===== src/kbdrx_pkg.sv =====
// Shared types and codes for the keyboard receiver
package kbdrx_pkg;

    localparam logic [1:0] CMD_EDGE  = 2'd0;
    localparam logic [1:0] CMD_READ  = 2'd1;
    localparam logic [1:0] CMD_CLEAR = 2'd2;
    localparam logic [1:0] CMD_TICK  = 2'd3;

    localparam logic [1:0] PROTO_NONE     = 2'd0;
    localparam logic [1:0] PROTO_XT_CLONE = 2'd1;
    localparam logic [1:0] PROTO_XT_IBM   = 2'd2;
    localparam logic [1:0] PROTO_AT       = 2'd3;

    localparam logic [2:0] ERR_NONE      = 3'd0;
    localparam logic [2:0] ERR_TIMEOUT   = 3'd1;
    localparam logic [2:0] ERR_ILLEGAL   = 3'd2;
    localparam logic [2:0] ERR_FF        = 3'd3;
    localparam logic [2:0] ERR_OVERWRITE = 3'd4;

    localparam logic [15:0] FRAME_EMPTY = 16'h8000;
    localparam logic [15:0] BUF_EMPTY   = 16'hFFFF;
    localparam logic [15:0] BUF_ILLEGAL = 16'hFF00;
    localparam logic [7:0]  SLOT_EMPTY  = 8'hFF;
    localparam logic [7:0]  WINDOW_RST  = 8'd100;

    typedef struct packed {
        logic [1:0] cmd;
        logic       data_bit;
        logic [7:0] ms_time;
    } t_item;

    typedef struct packed {
        logic       read_valid;
        logic [7:0] read_byte;
        logic [1:0] protocol;
        logic [2:0] error_code;
        logic [1:0] buffered_count;
    } t_result;

endpackage


===== src/kbdrx_in_reg.sv =====
// Input register stage: holds one beat until the core can take it
module kbdrx_in_reg import kbdrx_pkg::*; (
    input  logic  i_clk,
    input  logic  i_rst_n,
    input  logic  i_valid,
    input  t_item i_item,
    input  logic  i_hold,
    output logic  o_stall,
    output logic  o_valid,
    output t_item o_item
);

    logic  r_valid;
    t_item r_item;
    logic  load;

    assign load    = !(r_valid && i_hold);
    assign o_stall = !load;
    assign o_valid = r_valid;
    assign o_item  = r_item;

    always_ff @(posedge i_clk) begin
        if (!i_rst_n) begin
            r_valid <= 1'b0;
        end else if (load) begin
            r_valid <= i_valid;
        end
    end

    always_ff @(posedge i_clk) begin
        if (load && i_valid) begin
            r_item <= i_item;
        end
    end

endmodule


===== src/kbdrx_core.sv =====
// Receiver state and per-beat update: framing, protocol detect, byte buffer
module kbdrx_core import kbdrx_pkg::*; (
    input  logic       i_clk,
    input  logic       i_rst_n,
    input  logic       i_cfg_wr_en,
    input  logic [7:0] i_cfg_wr_data,
    input  logic       i_fire,
    input  t_item      i_item,
    output t_result    o_result
);

    // low byte of the frame register after a shift
    localparam logic [7:0] PAT_BITS0    = 8'h00;
    localparam logic [7:0] PAT_BITS1    = 8'h80;
    localparam logic [7:0] PAT_BITS2    = 8'h40;
    localparam logic [7:0] PAT_BITS3    = 8'h20;
    localparam logic [7:0] PAT_XT_CLONE = 8'hC0;
    localparam logic [7:0] PAT_XT_AMBIG = 8'hA0;
    localparam logic [7:0] PAT_AT_0     = 8'h10;
    localparam logic [7:0] PAT_AT_1     = 8'h90;
    localparam logic [7:0] PAT_AT_2     = 8'h50;
    localparam logic [7:0] PAT_AT_3     = 8'hD0;

    logic [7:0]  r_window;
    logic [15:0] r_fs,    n_fs;
    logic [15:0] r_buf,   n_buf;
    logic [7:0]  r_start, n_start;
    logic [1:0]  r_proto, n_proto;
    logic [2:0]  r_err,   n_err;
    logic        r_pend,  n_pend;
    logic [7:0]  r_cnt,   n_cnt;

    logic        rd_valid;
    logic [7:0]  rd_byte;
    logic        fin;
    logic        fin_at;
    logic [1:0]  fin_proto;
    logic [7:0]  fin_byte;

    always_comb begin
        n_fs      = r_fs;
        n_buf     = r_buf;
        n_start   = r_start;
        n_proto   = r_proto;
        n_err     = r_err;
        n_pend    = r_pend;
        n_cnt     = r_cnt;
        rd_valid  = 1'b0;
        rd_byte   = 8'd0;
        fin       = 1'b0;
        fin_at    = 1'b0;
        fin_proto = PROTO_NONE;
        fin_byte  = 8'd0;

        case (i_item.cmd)
            CMD_EDGE: begin
                n_pend = 1'b0;
                n_cnt  = 8'd0;
                if (r_fs == FRAME_EMPTY) begin
                    n_start = i_item.ms_time;
                end else if (r_start != i_item.ms_time &&
                             (r_start + 8'd1) != i_item.ms_time) begin
                    // edges too far apart: restart the frame here
                    n_err   = ERR_TIMEOUT;
                    n_start = i_item.ms_time;
                    n_fs    = FRAME_EMPTY;
                end
                n_fs = {i_item.data_bit, n_fs[15:1]};
                case (n_fs[7:0])
                    PAT_BITS0, PAT_BITS1, PAT_BITS2, PAT_BITS3: begin
                    end
                    PAT_XT_CLONE: begin
                        fin       = 1'b1;
                        fin_proto = PROTO_XT_CLONE;
                    end
                    PAT_XT_AMBIG: begin
                        if (r_window == 8'd0) begin
                            fin       = 1'b1;
                            fin_proto = PROTO_XT_IBM;
                        end else begin
                            n_pend = 1'b1;
                        end
                    end
                    PAT_AT_0, PAT_AT_1, PAT_AT_2, PAT_AT_3: begin
                        fin       = 1'b1;
                        fin_at    = 1'b1;
                        fin_proto = PROTO_AT;
                    end
                    default: begin
                        n_err = ERR_ILLEGAL;
                        n_fs  = FRAME_EMPTY;
                        n_buf = BUF_ILLEGAL;
                    end
                endcase
            end
            CMD_READ: begin
                if (r_buf[15:8] != SLOT_EMPTY) begin
                    rd_byte     = r_buf[15:8];
                    rd_valid    = 1'b1;
                    n_buf[15:8] = SLOT_EMPTY;
                end else if (r_buf != BUF_EMPTY) begin
                    rd_byte  = r_buf[7:0];
                    rd_valid = 1'b1;
                    n_buf    = BUF_EMPTY;
                end
            end
            CMD_CLEAR: begin
                n_fs   = FRAME_EMPTY;
                n_buf  = BUF_EMPTY;
                n_pend = 1'b0;
                n_cnt  = 8'd0;
            end
            CMD_TICK: begin
                if (r_pend) begin
                    n_cnt = (r_cnt != 8'hFF) ? r_cnt + 8'd1 : r_cnt;
                    if (n_cnt >= r_window) begin
                        // no stop bit edge in the window: XT IBM frame
                        n_pend    = 1'b0;
                        n_cnt     = 8'd0;
                        fin       = 1'b1;
                        fin_proto = PROTO_XT_IBM;
                    end
                end
            end
            default: begin
            end
        endcase

        if (fin) begin
            fin_byte = fin_at ? n_fs[13:6] : n_fs[15:8];
            n_proto  = fin_proto;
            if (fin_byte == SLOT_EMPTY) begin
                n_err = ERR_FF;
            end
            if (n_buf[15:8] != SLOT_EMPTY) begin
                n_err = ERR_OVERWRITE;
            end
            n_buf = {n_buf[7:0], fin_byte};
            n_fs  = FRAME_EMPTY;
        end
    end

    assign o_result.read_valid     = rd_valid;
    assign o_result.read_byte      = rd_byte;
    assign o_result.protocol       = n_proto;
    assign o_result.error_code     = n_err;
    assign o_result.buffered_count = {1'b0, (n_buf[15:8] != SLOT_EMPTY)}
                                   + {1'b0, (n_buf[7:0] != SLOT_EMPTY)};

    always_ff @(posedge i_clk) begin
        if (!i_rst_n) begin
            r_window <= WINDOW_RST;
            r_fs     <= FRAME_EMPTY;
            r_buf    <= BUF_EMPTY;
            r_start  <= 8'd0;
            r_proto  <= PROTO_NONE;
            r_err    <= ERR_NONE;
            r_pend   <= 1'b0;
            r_cnt    <= 8'd0;
        end else begin
            if (i_cfg_wr_en) begin
                r_window <= i_cfg_wr_data;
            end
            if (i_fire) begin
                r_fs    <= n_fs;
                r_buf   <= n_buf;
                r_start <= n_start;
                r_proto <= n_proto;
                r_err   <= n_err;
                r_pend  <= n_pend;
                r_cnt   <= n_cnt;
            end
        end
    end

endmodule


===== src/kbdrx_out_reg.sv =====
// Result register: holds a beat while the downstream side stalls
module kbdrx_out_reg import kbdrx_pkg::*; (
    input  logic    i_clk,
    input  logic    i_rst_n,
    input  logic    i_fire,
    input  t_result i_result,
    input  logic    i_stall,
    output logic    o_hold,
    output logic    o_valid,
    output t_result o_result
);

    logic    r_valid;
    t_result r_result;

    assign o_hold   = r_valid && i_stall;
    assign o_valid  = r_valid;
    assign o_result = r_result;

    always_ff @(posedge i_clk) begin
        if (!i_rst_n) begin
            r_valid <= 1'b0;
        end else if (!o_hold) begin
            r_valid <= i_fire;
        end
    end

    always_ff @(posedge i_clk) begin
        if (i_fire) begin
            r_result <= i_result;
        end
    end

endmodule


===== src/keyboard_receiver_autodetect.sv =====
// Top level of the auto-detecting keyboard frame receiver
//
//  channel  | handshake          | payload
//  ---------+--------------------+----------------------------------------------
//  in       | i_valid / o_stall  | i_cmd, i_data_bit, i_ms_time
//  out      | o_valid / i_stall  | o_read_valid, o_read_byte, o_protocol,
//           |                    | o_error_code, o_buffered_count
//  cfg      | i_cfg_wr_en        | i_cfg_wr_data (stop bit window, us ticks)
//
// One beat per cycle while the output is not stalled; each result passes the input and result registers.
// The input register feeds a combinational state update into the result register.
// Reset is synchronous: empty frame, empty buffer, window of 100 ticks.
// An output stall holds the result register and, in the same cycle, the input register, which then raises o_stall.
module keyboard_receiver_autodetect import kbdrx_pkg::*; (
    input  logic       i_clk,
    input  logic       i_rst_n,
    input  logic       i_valid,
    output logic       o_stall,
    input  logic [1:0] i_cmd,
    input  logic       i_data_bit,
    input  logic [7:0] i_ms_time,
    output logic       o_valid,
    input  logic       i_stall,
    output logic       o_read_valid,
    output logic [7:0] o_read_byte,
    output logic [1:0] o_protocol,
    output logic [2:0] o_error_code,
    output logic [1:0] o_buffered_count,
    input  logic       i_cfg_wr_en,
    input  logic [7:0] i_cfg_wr_data
);

    t_item   in_item;
    t_item   core_item;
    logic    core_valid;
    logic    hold;
    logic    fire;
    t_result core_result;
    t_result out_result;

    assign in_item.cmd      = i_cmd;
    assign in_item.data_bit = i_data_bit;
    assign in_item.ms_time  = i_ms_time;
    assign fire             = core_valid && !hold;

    kbdrx_in_reg u_in_reg (
        .i_clk   (i_clk),
        .i_rst_n (i_rst_n),
        .i_valid (i_valid),
        .i_item  (in_item),
        .i_hold  (hold),
        .o_stall (o_stall),
        .o_valid (core_valid),
        .o_item  (core_item)
    );

    kbdrx_core u_core (
        .i_clk         (i_clk),
        .i_rst_n       (i_rst_n),
        .i_cfg_wr_en   (i_cfg_wr_en),
        .i_cfg_wr_data (i_cfg_wr_data),
        .i_fire        (fire),
        .i_item        (core_item),
        .o_result      (core_result)
    );

    kbdrx_out_reg u_out_reg (
        .i_clk    (i_clk),
        .i_rst_n  (i_rst_n),
        .i_fire   (fire),
        .i_result (core_result),
        .i_stall  (i_stall),
        .o_hold   (hold),
        .o_valid  (o_valid),
        .o_result (out_result)
    );

    assign o_read_valid     = out_result.read_valid;
    assign o_read_byte      = out_result.read_byte;
    assign o_protocol       = out_result.protocol;
    assign o_error_code     = out_result.error_code;
    assign o_buffered_count = out_result.buffered_count;

endmodule


===== config.mk =====
export PLATFORM = sky130hd
export DESIGN_NAME = keyboard_receiver_autodetect
export DESIGN_NICKNAME = d
export VERILOG_FILES = /design/src/kbdrx_pkg.sv /design/src/kbdrx_in_reg.sv /design/src/kbdrx_core.sv /design/src/kbdrx_out_reg.sv /design/src/keyboard_receiver_autodetect.sv
export SDC_FILE = /design/constraint.sdc
export NUM_CORES = 1
export LEC_CHECK = 0
export BUFFER_PORTS_ARGS = -buffer_cell sky130_fd_sc_hd__clkbuf_2
export CORE_ASPECT_RATIO = 1.4
export CORE_MARGIN = 8
export CORE_UTILIZATION = 60
export DETAILED_ROUTE_END_ITERATION = 8
export PLACE_DENSITY = 0.8
export SLEW_MARGIN = 5
export SYNTH_ARGS = -nofsm -noshare
export SYNTH_HDL_FRONTEND = slang
export SYNTH_HIERARCHICAL = 1
export SYNTH_SLANG_ARGS = --single-unit

===== constraint.sdc =====
create_clock -name i_clk -period 4.5 [get_ports i_clk]
set_clock_uncertainty 0.1 [all_clocks]
set_input_delay 0.9 -clock i_clk [delete_from_list [all_inputs] [get_ports i_clk]]
set_output_delay 0.9 -clock i_clk [all_outputs]
set_load 0.02 [all_outputs]

# ---- Word-level counts from Yosys, hierarchy flattened
# Cells that the tools add are included.
dict set report totals {
  regBits 91
  latch_bits 0
  ramBits 0
  rom_bits 0
  in_bits 24
  out_inout_bits 18
  elab_cells 116
  n_memories 0
}
dict set report op_classes {
  addsub 3
  multipliers 0
  div_mod_pow 0
  n_lt_le_gt_ge 1
  n_eq_ne 23
  n_shift 0
  muxes 48
  n_bitwise 0
  reduce_logical 22
}
# op count
set op_table {}
lappend op_table {{$mux W16} 8}
lappend op_table {{$mux W8} 10}
lappend op_table {{$eq A8 B8 Y1 const B} 6}
lappend op_table {{$pmux W16 S3} 1}
lappend op_table {{$ne A8 B8 Y1 const B} 5}
lappend op_table {{$pmux W16 S2} 1}
lappend op_table {{$mux W3} 7}
lappend op_table {{$add A8 B1 Y8 const B} 2}
lappend op_table {{$eq A16 B16 Y1 const B} 1}
lappend op_table {{$eq A8 B7 Y1 const B} 2}
lappend op_table {{$logic_not A8 Y1} 2}
lappend op_table {{$ne A16 B16 Y1 const B} 1}
lappend op_table {{$ne A8 B8 Y1} 2}
lappend op_table {{$pmux W8 S2} 1}
lappend op_table {{$mux W1} 11}
lappend op_table {{$reduce_or A10 Y1} 1}
lappend op_table {{$eq A8 B5 Y1 const B} 1}
lappend op_table {{$eq A8 B6 Y1 const B} 1}
lappend op_table {{$ge A8 B8 Y1} 1}
lappend op_table {{$mux W2} 4}
lappend op_table {{$pmux W2 S3} 1}
lappend op_table {{$reduce_and A3 Y1} 2}
lappend op_table {{$reduce_bool A3 Y1} 2}
lappend op_table {{$logic_and A1 B1 Y1} 5}
lappend op_table {{other kinds (14)} 19}

# ---- Depth between registers and ports, before layout
# Gate-level depths: netlist of the first run.
dict set report depth {
  depth_word 15
  depth_mapped 16
}

# ---- Modules after synthesis
# The synthesis of the first run kept the hierarchy.
# module instances cells_per_inst area_each_um2 seq_area_each_um2
set modules_own_cells {}
lappend modules_own_cells {kbdrx_core 1 553 4286.6 1241.2}
lappend modules_own_cells {kbdrx_out_reg 1 19 516.7 500.5}
lappend modules_own_cells {kbdrx_in_reg 1 15 372.9 350.3}
lappend modules_own_cells {keyboard_receiver_autodetect 1 1 13.8 0.0}

# ---- Least setup slack after synthesis of the first run
# Ideal clock, no wire load.
dict set report synth_timing {
  path_kind {register -> register}
  from {reg u_core.r_cnt[0]}
  to {reg u_out_reg.r_result, in the netlist u_out_reg/o_result[0] (data pin)}
  setup_ns 0.261
  arrival_time_ns 3.555
  setup_slack_ns 0.584
  stages_incl_launch_ff 17
  synth_period_minus_slack_ns 3.916
  path_cell_list {dfxtp_1 > ha_1 > and2_1 > nand3_1 > nand3_1 > xnor2_1 > ha_1 > a21o_1 > a2111oi_0 > o21a_1 > a211oi_1 > o21a_1 > buf_6 > or3_4 > a221oi_2 > nand4_1 > ha_1}
}
# element line
set synth_rtl {}
lappend synth_rtl {{start: declaration} kbdrx_core.sv:31} ;# logic [7:0] r_cnt, n_cnt;
lappend synth_rtl {{start signal: assignment} kbdrx_core.sv:171} ;# r_cnt <= n_cnt;
lappend synth_rtl {{end signal: assignment} kbdrx_out_reg.sv:30} ;# r_result <= i_result;
lappend synth_rtl {{end: declaration} kbdrx_out_reg.sv:14} ;# t_result r_result;

==> results of run 1 <==
==> path summary, 6_finish.rpt <==
| kind | start | end | slack (ns) | cells after the start |
|---|---|---|---|---|
| setup / recovery | u_core/r_cnt[0] | u_out_reg/o_result[0] | 0.21 | 17 |
| hold / removal | u_core/r_fs[4] | u_core/r_fs[4] | 0.39 | 2 |
| setup reg to reg | u_core/r_cnt[0] | u_out_reg/o_result[0] | 0.21 | 17 |
| hold reg to reg | u_core/r_fs[4] | u_core/r_fs[4] | 0.39 | 2 |
==> synthesized netlist by cell type (all sizes together), types with 9 or more instances <==
cell	instances
a211oi	9
nand2	69
mux2i	21
clkbuf	29
ha	15
and3	9
edfxtp	27
o21a	9
a21oi	26
dfxtp	64
inv	19
o211ai	11
nand3	22
o211a	9
nor2	39
nor3	11
o21ai	25
a21boi	11
nand4	18
nor2b	27
and2	11
==> final cells by class <==
class / instances / share of cell area (%)
Sequential cell: 91 / 36.4
Inverter: 19 / 1.24
Tap cell: 105 / 2.29
Multi-Input combinational cell: 441 / 50.0
Timing Repair Buffer: 49 / 4.69
Clock inverter: 5 / 1.07
Clock buffer: 11 / 4.23
==> state kept, by name (all words and copies together), names as in the netlist <==
| name | count |
|---|---|
| u_core/r_start | 8 |
| u_out_reg/o_valid | 1 |
| u_core/r_cnt | 8 |
| u_core/r_err | 3 |
| u_core/r_buf | 16 |
| u_core/r_pend | 1 |
| u_in_reg/o_item | 11 |
| u_out_reg/o_result | 16 |
| u_core/r_window | 8 |
| u_core/r_proto | 2 |
| u_in_reg/o_valid | 1 |
| u_core/r_fs | 16 |
==> critical path: cells and delay by family, from the launching register on <==
kind                       cells  cell delay (ns)
AOI/OAI and AO/OA              6             1.30
and+or+nand+nor                4             0.74
xor gates and xnor gates       1             0.15
buffers and inverters          2             0.42
DFF                            1             0.40
muxes                          1             0.14
adders and majority gates      3             0.78
==> placed cells by master (no fill, tap or decap), types with 11 or more instances in the layout <==
cell type | synthesis | layout
o211ai_1 | 11 | 11
o21ai_0 | 23 | 23
nand3_1 | 21 | 20
dfxtp_1 | 64 | 64
nor3_1 | 11 | 11
a21boi_0 | 11 | 11
ha_1 | 15 | 15
mux2i_1 | 21 | 21
nand4_1 | 18 | 18
nor2b_1 | 26 | 26
a21oi_1 | 25 | 25
nor2_1 | 39 | 39
nand2_1 | 69 | 69
inv_1 | 19 | 19
clkbuf_2 | 1 | 41
edfxtp_1 | 27 | 27
==> cells by family (layout without fill, tap and decap cells) <==
family / count (synthesis) / after routing / share of synthesized area, %
adder cells (fa/ha/maj): 15 / 15 / 3.62
flip-flops: 91 / 91 / 40.3
buffers and inverters: 56 / 84 / 4.56
AND/OR/NAND/NOR: 232 / 232 / 22.6
multiplexers: 24 / 24 / 4.70
AO/OA/AOI/OAI: 154 / 154 / 21.5
XOR/XNOR: 16 / 16 / 2.70
==> per-layer routing <==
metal	global-route usage, %	vias up	wire, um
met5	0	-	0
met4	13.0	0	556
met3	4.22	51	671
met2	40.3	191	7130
met1	23.3	2163	5010
li1	-	2213	-
==> where the power goes <==
| part | internal, uW | switching [uW] | leakage [uW] | total, uW |
|---|---|---|---|---|
| logic | 88.4 | 149 | 0.00147 | 238 |
| registers | 880 | 25.6 | 0.000782 | 905 |
| clock network | 447 | 308 | 0.000138 | 755 |
==> stage by stage <==
step           instance area, um^2  instances  power, uW  hold slack, ns
2_1_floorplan                 5190        588       1090           0.348
3_3_place_gp                  5420        705       1150           0.374
3_5_place_dp                  5420        705       1150           0.378
4_1_cts                       5730        721       1910           0.392
5_1_grt                       5740        721       1970           0.409
6_report                      5740        721       1900           0.389
==> timing repair <==
item | CTS | global route
gates resized for setup | 0 | 4
endpoints found under the setup margin | 0 | 2
buffers inserted | 0 | 0
==> flow_summary.json, run 1 <==
{
  "initial_core_util_pct": 61.0,
  "ys_seq_elements": 91,
  "synth_edf_count": 27,
  "p_leak_uw": 0.00239,
  "pre_cts_ws_ns": 0.136,
  "endpoint_kind": "flop",
  "powerDensity_mw_per_mm2": 331,
  "antenna_left": 0,
  "grt_usage_pct": 22.4,
  "synth_top_area_share_pct": 24.7,
  "synth_nets": 627,
  "post_drt_wl_per_cell_um": 18.5,
  "fmax_mhz": 233,
  "worstSkewPairLatency_ns": 0.35,
  "yosysSeqAreaShare_pct": 40.3,
  "drt-pass1-iter-count": 5,
  "remaining_drc_errors": 0,
  "crit_path_top_delay_cell": "a2111oi_0",
  "ctsRootBufferMaster": "clkbuf_16",
  "drive_gt1_share_pct": 13.8,
  "tritoncts": "yes",
  "critPathMaxFanout": 22,
  "vias_per_cell": 6.40,
  "rsz0062_at_grt": "no",
  "min_path_type": "flop to flop",
  "synth_ff_type": "dfxtp_1",
  "path_cells": "ha_1 > and2_1 > nand3_2 > nand3_1 > xnor2_1 > ha_1 > a21o_1 > a2111oi_0 > o21a_1 > a211oi_1 > buf_4 > o21ai_4 > buf_6 > mux2i_1 > a221oi_2 > nand4_1 > ha_1",
  "final_nets": 650,
  "dieHeight_um": 126,
  "dieArea_mm2": 0.0119,
  "path_clk_slew_ns": 0.06,
  "rows": 40,
  "postCtsHoldBufs": 0,
  "grt_pass1_vias": 4563,
  "cts_made_buffers": 9,
  "wirelength_um": 13400,
  "yosysWarnings": 6,
  "grt_start_max_net_pins": 68,
  "worstMarginPinSlew_ns": 1.10,
  "syn_inst": 588,
  "antenna_found_initial": 0,
  "first_iter_violations": 437,
  "slowest_delay_ns": 0.41,
  "fillerInstances": 689,
  "synth.largest_area_cell": "dfxtp_1",
  "finalSetupViolCount": 0,
  "dp_hpwl_um": 9920,
  "cap_violations": 0,
  "final.min_clock_period_ns": 4.29,
  "period_share_pct": 95.3,
  "syn_to_final_growth_pct": 10.6,
  "cts.sinks": 91,
  "required_ns": 4.49,
  "crit_top_cell": "ha_1",
  "synth.avg_cell_area_um2": 8.83,
  "hold_viol_final": 0,
  "num_vias": 4618,
  "port_buffers": 41,
  "clock_path_buffers": 2,
  "multi_input_area_mm2": 0.00287,
  "max-slew-margin-rel_pct": 26.3,
  "ys_async_sr_fraction_pct": 0,
  "ys_types": 66,
  "final_util_pct": 67.5,
  "io_pins": 42,
  "startpoint_type": "flop",
  "drv_slew": 0,
  "die_x_um": 94.6,
  "setup_slack_ns": 0.209,
  "diodes": 0,
  "grt_overflow": 0,
  "grt_pass1_wl_um": 21500,
  "gp_congestion": 0.976,
  "seqCellArea_mm2": 0.00209,
  "htreeDepth": 3,
  "setup_tns_ns": 0,
  "worstPathArrival_ns": 4.29,
  "syn-cell-area_mm2": 0.00519,
  "status": "finished, final reports clean",
  "coreArea_mm2": 0.00851,
  "ir_worst_vdd_mv": 0.322,
  "criticalPathCategory": "flop to flop",
  "synthTopCellsByArea": "dfxtp_1 (25%), edfxtp_1 (16%), nand2_1 (5.0%), mux2i_1 (4.1%), ha_1 (3.6%)"
}
No activity file was read; power rests on OpenSTA's default activity.
==> run 2: changes to the inputs <==
- CORE_ASPECT_RATIO: 1.4 -> 0.8
==> flow_summary.json, run 2 (synthesis results as in run 1) <==
{
  "worstPathArrival_ns": 4.24,
  "cts_resized": 0,
  "htreeDepth": 3,
  "dieHeight_um": 99.2,
  "syn_to_final_growth_pct": 8.27,
  "cts_made_buffers": 9,
  "critPathMaxFanout": 6,
  "tritoncts": "yes",
  "reg2reg_slack_ns": 0.27,
  "startpoint": "u_core/r_cnt[0]",
  "startpoint_type": "flop",
  "cap_violations": 0,
  "max-slew-margin-rel_pct": 41.4,
  "coreArea_mm2": 0.00845,
  "ir_worst_vdd_mv": 0.275,
  "vias_per_cell": 6.32,
  "gp_congestion": 0.980,
  "cts.sinks": 91,
  "postCtsHoldBufs": 0,
  "criticalPathCategory": "flop to flop",
  "drv_slew": 0,
  "port_buffers": 41,
  "drt-pass1-iter-count": 6,
  "pre_cts_ws_ns": 0.224,
  "power.total_uw": 1660,
  "worstMarginPinSlew_ns": 0.872,
  "holdCritStartpoint": "u_core/r_fs[4]",
  "clock_path_buffers": 2,
  "worstSkewPairLatency_ns": 0.36,
  "worst_hold_path.endpoint": "u_core/r_fs[4]",
  "required_ns": 4.51,
  "p_leak_uw": 0.00235,
  "min_path_type": "flop to flop",
  "first_iter_violations": 531,
  "grt_start_max_net_pins": 50,
  "crit-reg2reg-launch": "u_core/r_cnt[0]",
  "grt_overflow": 0,
  "post_drt_wl_per_cell_um": 18.4,
  "period_share_pct": 94.0,
  "r2r-end": "u_out_reg/o_result[0]",
  "setup_tns_ns": 0,
  "grt_pass1_wl_um": 22200,
  "initial_core_util_pct": 61.5,
  "setup_slack_ns": 0.270,
  "remaining_drc_errors": 0,
  "fmax_mhz": 236,
  "powerDensity_mw_per_mm2": 295,
  "final_common_cell": "nand2_1",
  "final_cell_mix": "nand2_1 (69), dfxtp_1 (64), clkbuf_2 (41), nor2_1 (39), edfxtp_1 (27)",
  "grt_pass1_vias": 4368,
  "finalSetupViolCount": 0,
  "antenna_found_initial": 0,
  "final_util_pct": 66.5,
  "hold_viol_final": 0,
  "final_nets": 649,
  "ctsRootBufferMaster": "clkbuf_8",
  "post-cts-setup-buffers": 0,
  "dieArea_mm2": 0.0119,
  "status": "finished, final reports clean",
  "grt_usage_pct": 22.6,
  "num_vias": 4596,
  "whs_path_depth": 2,
  "drive_gt1_share_pct": 13.8,
  "diodes": 0,
  "final.min_clock_period_ns": 4.23,
  "die_x_um": 120,
  "io_pins": 42,
  "endpoint_kind": "flop",
  "antenna_left": 0,
  "rows": 30,
  "r2r_cells": 16,
  "dp_hpwl_um": 9610,
  "path_clk_slew_ns": 0.09,
  "wirelength_um": 13400
}
[run 2: changes by cell type in the layout (fill, tap and decap cells not counted), moves of 2 or more]
cell	previous run	this run
clkbuf_16	9	0
clkinvlp_4	3	0
clkinv_2	0	2
clkinv_4	0	2
clkbuf_8	1	11
a2111oi_1	0	2
[run 2: per-stage QoR]
| step | cells | area (um^2) | hold WS [ns] |
|---|---|---|---|
| 2_1_floorplan | 588 | 5190 | 0.348 |
| 3_3_place_gp | 711 | 5420 | 0.359 |
| 3_5_place_dp | 711 | 5420 | 0.378 |
| 4_1_cts | 727 | 5610 | 0.390 |
| 5_1_grt | 727 | 5620 | 0.417 |
| 6_report | 727 | 5620 | 0.383 |
[run 2: worst max path at each step]
stage,end,slack (ns),depth (start not counted)
finish,u_out_reg/o_result[0],0.27,16
global route,u_out_reg/o_result[0],-0.009,16
CTS,u_out_reg/o_result[0],0.19,16
detailed placement,u_out_reg/o_result[0],0.22,16
global placement,u_out_reg/o_result[0],0.33,16
floorplan,u_out_reg/o_result[0],0.58,16
[run 2: final cells by class]
cell class / instances / area, um^2
multi-input combinational: 441 / 2870
inverter: 19 / 71.3
fill: 723 / 2830
sequential: 91 / 2090
tap: 112 / 140
timing repair buffer: 48 / 258
clock inverter: 5 / 36.3
clock buffer: 11 / 151
[run 2: power breakdown]
part | internal [uW] | total (uW) | leakage [uW] | switching [uW]
Clock | 233 | 517 | 0.0000997 | 284
Combinational | 86.6 | 239 | 0.00147 | 152
Sequential | 879 | 904 | 0.000782 | 25.7
[run 2: metal layers]
layer | vias up | GRT usage (%) | part of all wire, %
met5 | - | 0 | 0
met4 | 0 | 6.61 | 1.5
met3 | 32 | 7.25 | 11
met2 | 270 | 30.9 | 41
met1 | 2093 | 32.8 | 47
li1 | 2201 | - | -
[run 2: critical path, cell delays in order (launching register included)]
cell       delay (ns)
dfxtp_1          0.39
ha_1             0.18
and2_1           0.25
nand3_2          0.17
nand3_1          0.15
xnor2_1          0.16
ha_1             0.29
a21o_1           0.17
a2111oi_1        0.39
o21a_1           0.19
a211oi_1         0.05
buf_4            0.17
o21ai_4          0.23
mux2i_1          0.16
a2111oi_1        0.41
o311ai_1         0.20
ha_1             0.33
